==> src/rtl/core/dlts_pkg.sv <==
// Types, codes and helpers shared by the delta-list task scheduler
`timescale 1ns / 1ps
`default_nettype none
package dlts_pkg;

    typedef enum logic [1:0] {
        OP_TICK     = 2'd0,
        OP_ADD      = 2'd1,
        OP_DELETE   = 2'd2,
        OP_DISPATCH = 2'd3
    } op_t;

    typedef enum logic [2:0] {
        ST_OK         = 3'd0,
        ST_FULL       = 3'd1,
        ST_NULL       = 3'd2,
        ST_NOT_FOUND  = 3'd3,
        ST_NONE_READY = 3'd4
    } status_t;

    typedef enum logic [3:0] {
        S_IDLE,
        S_HEAD_RD,
        S_HEAD_CHK,
        S_WALK_RD,
        S_WALK_CHK,
        S_UP_RD,
        S_UP_WR,
        S_INS_WR,
        S_DN_RD,
        S_DN_WR,
        S_DONE
    } seq_state_t;

    typedef struct packed {
        logic [15:0] handle;
        logic [31:0] delta;
        logic [31:0] period;
        logic [15:0] ident;
    } slot_t;

    localparam int SLOT_W = $bits(slot_t);

    function automatic logic [15:0] next_id(input logic [15:0] last);
        logic [15:0] n;
        n = last + 16'd1;
        if (n == 16'd0)
        begin
            n = 16'd1;
        end
        return n;
    endfunction

endpackage
`default_nettype wire

==> src/rtl/core/dlts_ram.sv <==
// Generic single-write, single-read RAM with registered read data
`timescale 1ns / 1ps
`default_nettype none
module dlts_ram #(
    parameter int WIDTH = 8,
    parameter int DEPTH = 16,
    localparam int AW = (DEPTH > 1) ? $clog2(DEPTH) : 1
) (
    input  wire logic             clk,
    input  wire logic             we,
    input  wire logic [AW-1:0]    waddr,
    input  wire logic [WIDTH-1:0] wdata,
    input  wire logic             re,
    input  wire logic [AW-1:0]    raddr,
    output logic      [WIDTH-1:0] rdata
);

    logic [WIDTH-1:0] mem [DEPTH];

    always_ff @(posedge clk)
    begin
        if (we)
        begin
            mem[waddr] <= wdata;
        end
        if (re)
        begin
            rdata <= mem[raddr];
        end
    end

endmodule
`default_nettype wire

==> src/rtl/core/dlts_seq.sv <==
// Sequencer: walks and shifts the delta list held in the slot RAM
`timescale 1ns / 1ps
`default_nettype none
module dlts_seq import dlts_pkg::*; #(
    parameter int MAX_TASKS = 16,
    localparam int CW = $clog2(MAX_TASKS + 1),
    localparam int AW = (MAX_TASKS > 1) ? $clog2(MAX_TASKS) : 1
) (
    input  wire logic          clk,
    input  wire logic          rst_n,
    input  wire logic          start,
    output logic               busy,
    input  wire logic [1:0]    op,
    input  wire logic [15:0]   task_handle,
    input  wire logic [31:0]   start_delay,
    input  wire logic [31:0]   repeat_period,
    input  wire logic [15:0]   target_id,
    output logic               done,
    output logic [2:0]         status,
    output logic [15:0]        new_id,
    output logic [15:0]        fired_handle,
    output logic [15:0]        fired_id,
    output logic               fired,
    output logic [CW-1:0]      live_tasks,
    output logic               mem_we,
    output logic [AW-1:0]      mem_waddr,
    output slot_t              mem_wdata,
    output logic               mem_re,
    output logic [AW-1:0]      mem_raddr,
    input  slot_t              mem_rdata
);

    seq_state_t  state_reg, state_next;
    op_t         op_reg;
    logic [15:0] handle_reg;
    logic [31:0] rem_reg;
    logic [31:0] period_reg;
    logic [15:0] target_reg;
    logic [31:0] fold_reg;
    logic [CW-1:0] idx_reg;
    logic [CW-1:0] pos_reg;
    logic [CW-1:0] total_reg;
    logic [15:0] last_id_reg;
    status_t     status_reg;
    logic [15:0] new_id_reg;
    logic [15:0] fired_handle_reg;
    logic [15:0] fired_id_reg;
    logic        fired_reg;

    logic          accept;
    logic          full;
    logic          add_mode;
    logic          readd;
    logic [CW-1:0] idx_inc;
    logic [CW-1:0] idx_dec;
    logic          more_below;

    assign accept     = start && (state_reg == S_IDLE);
    assign full       = (total_reg == CW'(MAX_TASKS));
    assign add_mode   = (op_reg != OP_DELETE);
    assign readd      = (op_reg == OP_DISPATCH) && (period_reg != 32'd0);
    assign idx_inc    = idx_reg + CW'(1);
    assign idx_dec    = idx_reg - CW'(1);
    assign more_below = (idx_inc < total_reg);

    // next state
    always_comb
    begin
        state_next = state_reg;
        case (state_reg)
            S_IDLE:
            begin
                if (start)
                begin
                    case (op_t'(op))
                        OP_TICK:     state_next = (total_reg == '0) ? S_DONE : S_HEAD_RD;
                        OP_ADD:      state_next = (task_handle == 16'd0 || full) ?
                                                  S_DONE : S_WALK_RD;
                        OP_DELETE:   state_next = (target_id == 16'd0) ? S_DONE : S_WALK_RD;
                        OP_DISPATCH: state_next = (total_reg == '0) ? S_DONE : S_HEAD_RD;
                        default:     state_next = S_DONE;
                    endcase
                end
            end
            S_HEAD_RD:  state_next = S_HEAD_CHK;
            S_HEAD_CHK:
            begin
                if (op_reg == OP_DISPATCH && mem_rdata.delta == 32'd0)
                    state_next = S_DN_RD;
                else
                    state_next = S_DONE;
            end
            S_WALK_RD:
            begin
                if (idx_reg == total_reg)
                    state_next = add_mode ? S_UP_RD : S_DONE;
                else
                    state_next = S_WALK_CHK;
            end
            S_WALK_CHK:
            begin
                if (add_mode)
                    state_next = (rem_reg < mem_rdata.delta) ? S_UP_RD : S_WALK_RD;
                else
                    state_next = (mem_rdata.ident == target_reg) ? S_DN_RD : S_WALK_RD;
            end
            S_UP_RD:    state_next = (idx_reg == pos_reg) ? S_INS_WR : S_UP_WR;
            S_UP_WR:    state_next = S_UP_RD;
            S_INS_WR:   state_next = S_DONE;
            S_DN_RD:
            begin
                if (more_below)
                    state_next = S_DN_WR;
                else
                    state_next = readd ? S_WALK_RD : S_DONE;
            end
            S_DN_WR:    state_next = S_DN_RD;
            S_DONE:     state_next = S_IDLE;
            default:    state_next = S_IDLE;
        endcase
    end

    // memory requests and port outputs
    always_comb
    begin
        mem_we    = 1'b0;
        mem_waddr = '0;
        mem_wdata = mem_rdata;
        mem_re    = 1'b0;
        mem_raddr = '0;
        case (state_reg)
            S_HEAD_RD:
            begin
                mem_re = 1'b1;
            end
            S_HEAD_CHK:
            begin
                if (op_reg == OP_TICK && mem_rdata.delta != 32'd0)
                begin
                    mem_we          = 1'b1;
                    mem_wdata.delta = mem_rdata.delta - 32'd1;
                end
            end
            S_WALK_RD:
            begin
                mem_re    = (idx_reg != total_reg);
                mem_raddr = idx_reg[AW-1:0];
            end
            S_UP_RD:
            begin
                mem_re    = (idx_reg != pos_reg);
                mem_raddr = idx_dec[AW-1:0];
            end
            S_UP_WR:
            begin
                mem_we    = 1'b1;
                mem_waddr = idx_reg[AW-1:0];
                if (idx_dec == pos_reg)
                    mem_wdata.delta = mem_rdata.delta - rem_reg;
            end
            S_INS_WR:
            begin
                mem_we           = 1'b1;
                mem_waddr        = pos_reg[AW-1:0];
                mem_wdata.handle = handle_reg;
                mem_wdata.delta  = rem_reg;
                mem_wdata.period = period_reg;
                mem_wdata.ident  = new_id_reg;
            end
            S_DN_RD:
            begin
                mem_re    = more_below;
                mem_raddr = idx_inc[AW-1:0];
            end
            S_DN_WR:
            begin
                mem_we    = 1'b1;
                mem_waddr = idx_reg[AW-1:0];
                if (idx_reg == pos_reg)
                    mem_wdata.delta = mem_rdata.delta + fold_reg;
            end
            default:
            begin
                mem_we = 1'b0;
            end
        endcase
    end

    assign busy         = (state_reg != S_IDLE);
    assign done         = (state_reg == S_DONE);
    assign status       = status_reg;
    assign new_id       = new_id_reg;
    assign fired_handle = fired_handle_reg;
    assign fired_id     = fired_id_reg;
    assign fired        = fired_reg;
    assign live_tasks   = total_reg;

    always_ff @(posedge clk or negedge rst_n)
    begin
        if (!rst_n)
        begin
            state_reg   <= S_IDLE;
            total_reg   <= '0;
            last_id_reg <= 16'd0;
        end
        else
        begin
            state_reg <= state_next;
            if (state_reg == S_INS_WR)
                total_reg <= total_reg + CW'(1);
            else if (state_reg == S_DN_RD && !more_below)
                total_reg <= total_reg - CW'(1);
            if ((accept && op_t'(op) == OP_ADD && task_handle != 16'd0 && !full) ||
                (state_reg == S_DN_RD && !more_below && readd))
                last_id_reg <= next_id(last_id_reg);
        end
    end

    // datapath
    always_ff @(posedge clk)
    begin
        case (state_reg)
            S_IDLE:
            begin
                if (accept)
                begin
                    op_reg           <= op_t'(op);
                    handle_reg       <= task_handle;
                    rem_reg          <= start_delay;
                    period_reg       <= repeat_period;
                    target_reg       <= target_id;
                    idx_reg          <= '0;
                    new_id_reg       <= 16'd0;
                    fired_handle_reg <= 16'd0;
                    fired_id_reg     <= 16'd0;
                    fired_reg        <= 1'b0;
                    status_reg       <= ST_OK;
                    case (op_t'(op))
                        OP_ADD:
                        begin
                            if (task_handle == 16'd0)
                                status_reg <= ST_NULL;
                            else if (full)
                                status_reg <= ST_FULL;
                            else
                                new_id_reg <= next_id(last_id_reg);
                        end
                        OP_DELETE:
                        begin
                            if (target_id == 16'd0)
                                status_reg <= ST_NOT_FOUND;
                        end
                        OP_DISPATCH:
                        begin
                            if (total_reg == '0)
                                status_reg <= ST_NONE_READY;
                        end
                        default:
                        begin
                            status_reg <= ST_OK;
                        end
                    endcase
                end
            end
            S_HEAD_CHK:
            begin
                if (op_reg == OP_DISPATCH)
                begin
                    if (mem_rdata.delta == 32'd0)
                    begin
                        fired_reg        <= 1'b1;
                        fired_handle_reg <= mem_rdata.handle;
                        fired_id_reg     <= mem_rdata.ident;
                        handle_reg       <= mem_rdata.handle;
                        period_reg       <= mem_rdata.period;
                        rem_reg          <= mem_rdata.period;
                        pos_reg          <= '0;
                        idx_reg          <= '0;
                        fold_reg         <= 32'd0;
                    end
                    else
                    begin
                        status_reg <= ST_NONE_READY;
                    end
                end
            end
            S_WALK_RD:
            begin
                if (idx_reg == total_reg)
                begin
                    if (add_mode)
                        pos_reg <= total_reg;
                    else
                        status_reg <= ST_NOT_FOUND;
                end
            end
            S_WALK_CHK:
            begin
                if (add_mode)
                begin
                    if (rem_reg < mem_rdata.delta)
                    begin
                        pos_reg <= idx_reg;
                        idx_reg <= total_reg;
                    end
                    else
                    begin
                        rem_reg <= rem_reg - mem_rdata.delta;
                        idx_reg <= idx_inc;
                    end
                end
                else if (mem_rdata.ident == target_reg)
                begin
                    pos_reg  <= idx_reg;
                    fold_reg <= mem_rdata.delta;
                end
                else
                begin
                    idx_reg <= idx_inc;
                end
            end
            S_UP_WR:
            begin
                idx_reg <= idx_dec;
            end
            S_DN_RD:
            begin
                if (!more_below && readd)
                begin
                    idx_reg    <= '0;
                    new_id_reg <= next_id(last_id_reg);
                end
            end
            S_DN_WR:
            begin
                idx_reg <= idx_inc;
            end
            default:
            begin
                idx_reg <= idx_reg;
            end
        endcase
    end

endmodule
`default_nettype wire

==> src/rtl/core/delta_list_task_scheduler.sv <==
// Top level of the delta-list task scheduler
`timescale 1ns / 1ps
`default_nettype none
// Usage:
//   Command channel: drive op and its operands with start high; the request is
//   taken at a rising edge where start is high and busy is low. busy stays high
//   until the result has been shown.
//   Result channel: done is high for exactly one cycle with status, new_id,
//   fired_handle, fired_id, fired and live_tasks valid. The receiver cannot
//   stall; the result must be taken in that cycle.
//   Steps per request: tick reads the head entry and decrements a nonzero delta;
//     rejected requests go straight to done;
//     add walks the list, then shifts each moved entry with a read and a write
//     before it writes the new entry; delete walks the list, then shifts up;
//     dispatch removes the head entry, then walks again for the re-add of a
//     periodic task.
//   One request is in work at a time; the slot RAM is walked one entry at
//   a time, with one read per walked entry and a read and a write per moved one.
//   Reset empties the list and clears the identifier counter; the slot RAM
//   is not cleared, only entries below the task count are read.
module delta_list_task_scheduler import dlts_pkg::*; #(
    parameter int MAX_TASKS = 16,
    localparam int CW = $clog2(MAX_TASKS + 1),
    localparam int AW = (MAX_TASKS > 1) ? $clog2(MAX_TASKS) : 1
) (
    input  wire logic          clk,
    input  wire logic          rst_n,
    input  wire logic          start,
    output logic               busy,
    input  wire logic [1:0]    op,
    input  wire logic [15:0]   task_handle,
    input  wire logic [31:0]   start_delay,
    input  wire logic [31:0]   repeat_period,
    input  wire logic [15:0]   target_id,
    output logic               done,
    output logic [2:0]         status,
    output logic [15:0]        new_id,
    output logic [15:0]        fired_handle,
    output logic [15:0]        fired_id,
    output logic               fired,
    output logic [CW-1:0]      live_tasks
);

    logic          mem_we;
    logic [AW-1:0] mem_waddr;
    slot_t         mem_wdata;
    logic          mem_re;
    logic [AW-1:0] mem_raddr;
    slot_t         mem_rdata;

    dlts_seq #(
        .MAX_TASKS(MAX_TASKS)
    ) u_seq (
        .clk          (clk),
        .rst_n        (rst_n),
        .start        (start),
        .busy         (busy),
        .op           (op),
        .task_handle  (task_handle),
        .start_delay  (start_delay),
        .repeat_period(repeat_period),
        .target_id    (target_id),
        .done         (done),
        .status       (status),
        .new_id       (new_id),
        .fired_handle (fired_handle),
        .fired_id     (fired_id),
        .fired        (fired),
        .live_tasks   (live_tasks),
        .mem_we       (mem_we),
        .mem_waddr    (mem_waddr),
        .mem_wdata    (mem_wdata),
        .mem_re       (mem_re),
        .mem_raddr    (mem_raddr),
        .mem_rdata    (mem_rdata)
    );

    dlts_ram #(
        .WIDTH(SLOT_W),
        .DEPTH(MAX_TASKS)
    ) u_slots (
        .clk  (clk),
        .we   (mem_we),
        .waddr(mem_waddr),
        .wdata(mem_wdata),
        .re   (mem_re),
        .raddr(mem_raddr),
        .rdata(mem_rdata)
    );

endmodule
`default_nettype wire

==> config.mk <==
export PLATFORM = sky130hd
export DESIGN_NAME = delta_list_task_scheduler
export DESIGN_NICKNAME = d
export VERILOG_FILES = /design/src/rtl/core/dlts_pkg.sv /design/src/rtl/core/dlts_ram.sv /design/src/rtl/core/dlts_seq.sv /design/src/rtl/core/delta_list_task_scheduler.sv
export SDC_FILE = /design/constraint.sdc
export NUM_CORES = 2
export LEC_CHECK = 0
export CORE_UTILIZATION = 39
export CTS_BUF_LIST = sky130_fd_sc_hd__clkbuf_16
export DETAILED_ROUTE_END_ITERATION = 6
export DONT_BUFFER_PORTS = 1
export MAX_ROUTING_LAYER = met4
export PLACE_DENSITY = 0.6
export SETUP_SLACK_MARGIN = 0.05
export SLEW_MARGIN = 20
export SYNTH_ARGS = -nofsm -noshare
export SYNTH_HDL_FRONTEND = slang
export SYNTH_SLANG_ARGS = --single-unit
==> constraint.sdc <==
create_clock -name clk -period 10 [get_ports clk]
set_clock_uncertainty 0.1 [all_clocks]
set_input_delay 0.5 -clock clk [delete_from_list [all_inputs] [get_ports clk]]
set_output_delay 0.5 -clock clk [all_outputs]
set_load 0.005 [all_outputs]
### Yosys cells after proc, flatten, opt, wreduce, memory -nomap -nowiden

Memories as Yosys holds them, arrays and structs flattened. A register that Yosys moved wholly into a read port is not among the register bits.
Index checks and enable logic that the tools add are counted.

* flip-flop bits (word level): 217
* RAM bits: 1536
* input port bits: 101
* output and inout bits: 59
* word-level logic and storage cells: 199
* memories: 1

Memories
* u_slots.mem: depth 16, width 96, rd ports 1, clocked after Yosys merged registers in 1, write ports 1, RTL line dlts_ram.sv:18 `logic [WIDTH-1:0] mem [DEPTH];`

* add/sub/neg operators: 9
* order comparisons: 2
* eq/ne operators: 38
* multiplexer cells: 88
* reductions and logical operators: 45

Operator list (count)
* $mux W32: 13
* $mux W16: 13
* $pmux W16 S2: 4
* $pmux W32 S2: 2
* $pmux W32 S4: 1
* $pmux W32 S3: 1
* $mux W5: 14
* $reduce_bool A32 Y1: 2
* $sub A32 B32 Y32: 2
* $logic_not A16 Y1: 3
* $mux W48: 1
* $mux W4: 10
* $pmux W4 S10: 1
* $add A32 B32 Y32: 1
* $logic_not A32 Y1: 1
* $lt A32 B32 Y1: 1
* $sub A32 B1 Y32 const B: 1
* $pmux W5 S6: 1
* $mux W3: 8
* $pmux W4 S3: 2
* $pmux W3 S3: 2
* $reduce_and A6 Y1: 3
* $add A16 B1 Y16 const B: 1
* $eq A16 B16 Y1: 1
* 41 further kinds: 93

### Longest topological paths before layout

* depth after elaboration: 8
* depth in mapped cells: 15
* gate-level depth less buffers: 14

### Hierarchy

Synthesis repeated with hierarchy kept, for this count alone.

* cells, all modules: 4731
* area total of the unflattened synthesis: 78681.7 µm²

Modules (own cells, without submodules)
* dlts_ram: times used 1, cells each 2460, area an instance 60316.6 µm², sequential area each 49007.0 µm²
* dlts_seq: times used 1, cells each 2271, area an instance 18365.1 µm², sequential area each 6391.1 µm²

### Worst setup path before layout

No wires, ideal clock.

* kind: flip-flop to flip-flop
* start point: reg u_slots.rdata[69] (read register of u_slots.mem)
* end point: reg u_seq.fired_reg, in the netlist u_seq.fired (enable)
* arrival time: 9537 ps
* data required time: 9181 ps
* setup slack: -356 ps
* stages on the path, launching flop included: 6
* path buffers: 0
* period minus slack after synthesis: 10356 ps
* path through: edfxtp_1 or4_1 nand4b_1 nor4_1 mux2i_1 nor4_1

* longest elaborated chain between the ends: 3

RTL lines
* start, declared: RTL line dlts_ram.sv:15 `output logic [WIDTH-1:0] rdata`
* $logic_not A32 Y1: RTL line dlts_seq.sv:269 `if (mem_rdata.delta == 32'd0)`
* $ne A2 B1 Y1 (no source line)
* $reduce_and A4 Y1 (no source line)
* end signal, assigned: RTL line dlts_seq.sv:236 `fired_reg <= 1'b0;`
* end signal, assigned: RTL line dlts_seq.sv:271 `fired_reg <= 1'b1;`
* end, declared: RTL line dlts_seq.sv:48 `logic fired_reg;`

Every way passes these cells.
A chain may end at the register's enable or synchronous reset.

### Worst setup path in the final report

* start point: reg u_seq.state_reg[1]
* end point: mem u_slots.mem[4][77] (netlist name) (enable)

* longest elaborated chain between the ends: 5

RTL lines
* start, declared: RTL line dlts_seq.sv:33 `seq_state_t state_reg, state_next;`
* start signal, assigned: RTL line dlts_seq.sv:208 `state_reg <= state_next;`
* $eq A4 B3 Y1 or $eq A4 B4 Y1 (tied branches): RTL line dlts_seq.sv:131 `case (state_reg)`
* $reduce_or A3 Y1 (no source line)
* $pmux W1 S2: RTL line dlts_seq.sv:131
* $mux W1: RTL line dlts_ram.sv:22 `if (we)`
* $mux W1 (not written as such): RTL line dlts_ram.sv:24 `mem[waddr] <= wdata;`
* end, declared: RTL line dlts_ram.sv:18

Parallel ways exist; a longest one is shown, timed or not.

==> qor.yml <==
status:
  status: "finished, final reports clean"
global_route:
  grt_max_degree: 195
  grt_pass1_vias: 50900
  grt_use_total_pct: 22.88
  grt_pass1_wl_mm: 346.1
  overflow: 0
  antenna_found_initial: 11
critical_path:
  start_kind: "flip-flop"
  crit_type: "flip-flop to flip-flop"
  arrival_ps: 6120
  required_ps: 10340
  cp-end-kind: "flip-flop"
  critPathMaxFanout: 46
place:
  place_congestion: 0.9513
  hpwl_mm: 139.1
  dp_cells: 8716
  dp_slack_ps: 4279
  place.port_buffers: 0
synth:
  synth_top_area_share_pct: 67.51
  ys_seq_area_share_pct: 68.28
  synth_area_sq_mm: 0.08114
  synthFlopType: "edfxtp_1"
  async_reset_ff_share_pct: 1.352
  synth.ff_latch_count: 1849
  yosysTopAreaCell: "edfxtp_1"
  ys_warn_count: 0
  synth_nets: 6571
  synth-edff-count: 1824
  ys_types: 98
  yosysMostFrequentCell: "edfxtp_1"
  postSynthAreaPerCell_sq_um: 12.77
  synth_common_cells: "edfxtp_1 (1824), nand2_1 (1228), a211oi_1 (489)"
  synthCells: 6356
  synth.area.top_cells: "edfxtp_1 (68%), nand2_1 (5.7%), a211oi_1 (4.5%), and2_1 (2.3%), a21oi_1 (2.2%)"
sta:
  max_slew_margin_pct: 24.15
  slew_violations: 0
  tightestPinTransition_ps: 1138
  finalCritPeriodShare_pct: 57.82
  fmax_mhz: 172.9
  postLayoutSetupSlackWorst_ps: 4218
  finalSetupViolCount: 0
  hold_violations: 0
  finalSetupTns_ps: 0
  grt_setup_unrepaired: "no"
  finalCriticalPeriod_ps: 5782
floorplan:
  ios: 160
  die_w_um: 458.1
  core_area_sq_mm: 0.2069
  start_util_pct: 39.22
  die_h_um: 458.1
  fp.dieArea_sq_mm: 0.2099
  rows: 167
routing:
  drc: 0
  wl_mm: 238.2
  via_per_inst: 5.783
  drtPass1Iterations: 6
  vias: 53030
  drt_iter0_drc: 5306
  ant_nets: 0
  avgRoutedWirePerCell_um: 25.98
cts:
  clk_latency_ps: 870
  cts_setup_buffers: 0
  cts_tree: "yes"
  cts_inserted_buffers: 186
  clk_pin_slew_ps: 60
  cts-htree-levels: 4
  clockBufferDepth: 3
  cts_sinks: 1849
  cts_root_buffer: "clkbuf_16"
layout:
  multi_input_area_sq_mm: 0.02389
  finalNetCount: 6518
  fillers: 18500
  seqCellArea_sq_mm: 0.05540
  regMostFlops: "u_slots.mem"
  largest_register_ffs: 1536
  largest_registers: "u_slots.mem x1536, u_slots.rdata x96"
  fin_cells: 9170
  drive_above_1_share_pct: 6.937
  area_growth_pct: 12.50
run:
  maxCapViolCount: 0
pwr:
  vdd_drop_max_v: 0.0003015
  p_per_area_mw_per_mm2: 332.3
  power_leakage_nw: 30.14
min_path:
  min_path_type: "input port to flip-flop"
-- per-layer routing --
layer	vias to the layer above	share of wire, %	track usage (%)
met5	-	0	-
met2	1866	48	36.38
met1	26780	41	29.16
met3	401	6.1	3.175
li1	23990	-	-
met4	0	4.6	10.22
-- through the flow --
stage,hold WS [ps],area (sq um),util [%],power (mW)
floorplan,104.4,81140,-,19.17
global placement,110.1,84000,40.61,23.20
detailed placement,110.4,84040,40.62,23.32
CTS,9.662,91240,44.11,30.38
global route,36.73,91270,44.12,31.76
finish,49.87,91280,44.13,30.33
-- cell type report --
| type | instances | area share, % |
|---|---|---|
| Clock buffer | 186 | 5.099 |
| Multi-Input combinational cell | 3956 | 26.17 |
| Tap cell | 2704 | 3.707 |
| Sequential cell | 1849 | 60.69 |
| Inverter | 109 | 0.4510 |
| Timing Repair Buffer | 201 | 2.193 |
| Clock inverter | 157 | 1.663 |
| Antenna cell | 8 | 0.02193 |
-- where the power goes --
part | internal (mW) | switching (mW)
clock | 3.98 | 3.04
combinational | 3.38 | 8.15
sequential | 10.9 | 0.875
total | 18.3 | 12.1
-- path summary, 6_finish.rpt --
check / slack [ps] / depth (start not counted) / start / endpoint
max in group asynchronous: 8430 / 4 / rst_n / u_seq.last_id_reg[5]
worst max register to register: 4220 / 8 / u_seq.state_reg[1] / u_slots.mem[4][77]
min in group asynchronous: 610 / 3 / rst_n / u_seq.last_id_reg[0]
worst min register to register: 460 / 1 / u_seq.last_id_reg[15] / u_seq.last_id_reg[15]
worst max-delay path: 4220 / 8 / u_seq.state_reg[1] / u_slots.mem[4][77]
worst min-delay path: 50 / 3 / op[1] / u_seq.status[2]
-- worst max-delay path: stages, from the launching register on --
cell	delay, ps
dfrtp_1	810
nor2b_4	900
nand2_1	580
nand2_1	340
nand3_1	120
o22a_1	380
nor2_4	700
buf_4	620
buf_4	770
-- placed cells by master, fill, tap and decap left out, types with 14 or more instances in the layout --
master and count:
edfxtp_1 1824, nand2_1 1226, a211oi_1 489, a21oi_1 343
and2_1 293, a31oi_1 208, a311oi_1 192, clkbuf_16 186
nor2_1 150, inv_1 146, ha_1 110, and2_0 103
dlygate4sd3_1 102, xnor2_1 96, o21ai_0 92, buf_4 80
a21o_1 74, nand3_1 50, xor2_1 49, clkinv_1 45
and3_1 44, o211ai_1 41, nor3_1 35, nand4_1 34
clkinv_2 30, nor4_1 28, dfrtp_1 25, bufinv_16 22
nor2_4 19, buf_12 19, a221oi_1 17, nor2b_1 15
nand2b_1 14
-- cell families (layout without fill, tap and decap cells) --
group / count (synthesis) / count (layout) / share of synthesized area [%]
AO/OA/AOI/OAI: 1616 / 1616 / 13.82
other: 0 / 8 / 0
flip-flops: 1849 / 1849 / 68.28
XOR/XNOR: 146 / 146 / 1.585
adder cells (fa/ha/maj): 114 / 114 / 1.795
buffers and inverters: 551 / 653 / 2.716
multiplexers: 14 / 14 / 0.1804
AND/OR/NAND/NOR: 2066 / 2066 / 11.62
-- repair_timing --
action / 4_1_cts / 5_1_grt
gates resized for setup: 0 / 0
hold buffers: 102 / 1
endpoints found under the hold margin: 125 / 1
Power figures use the tool's default switching activity.
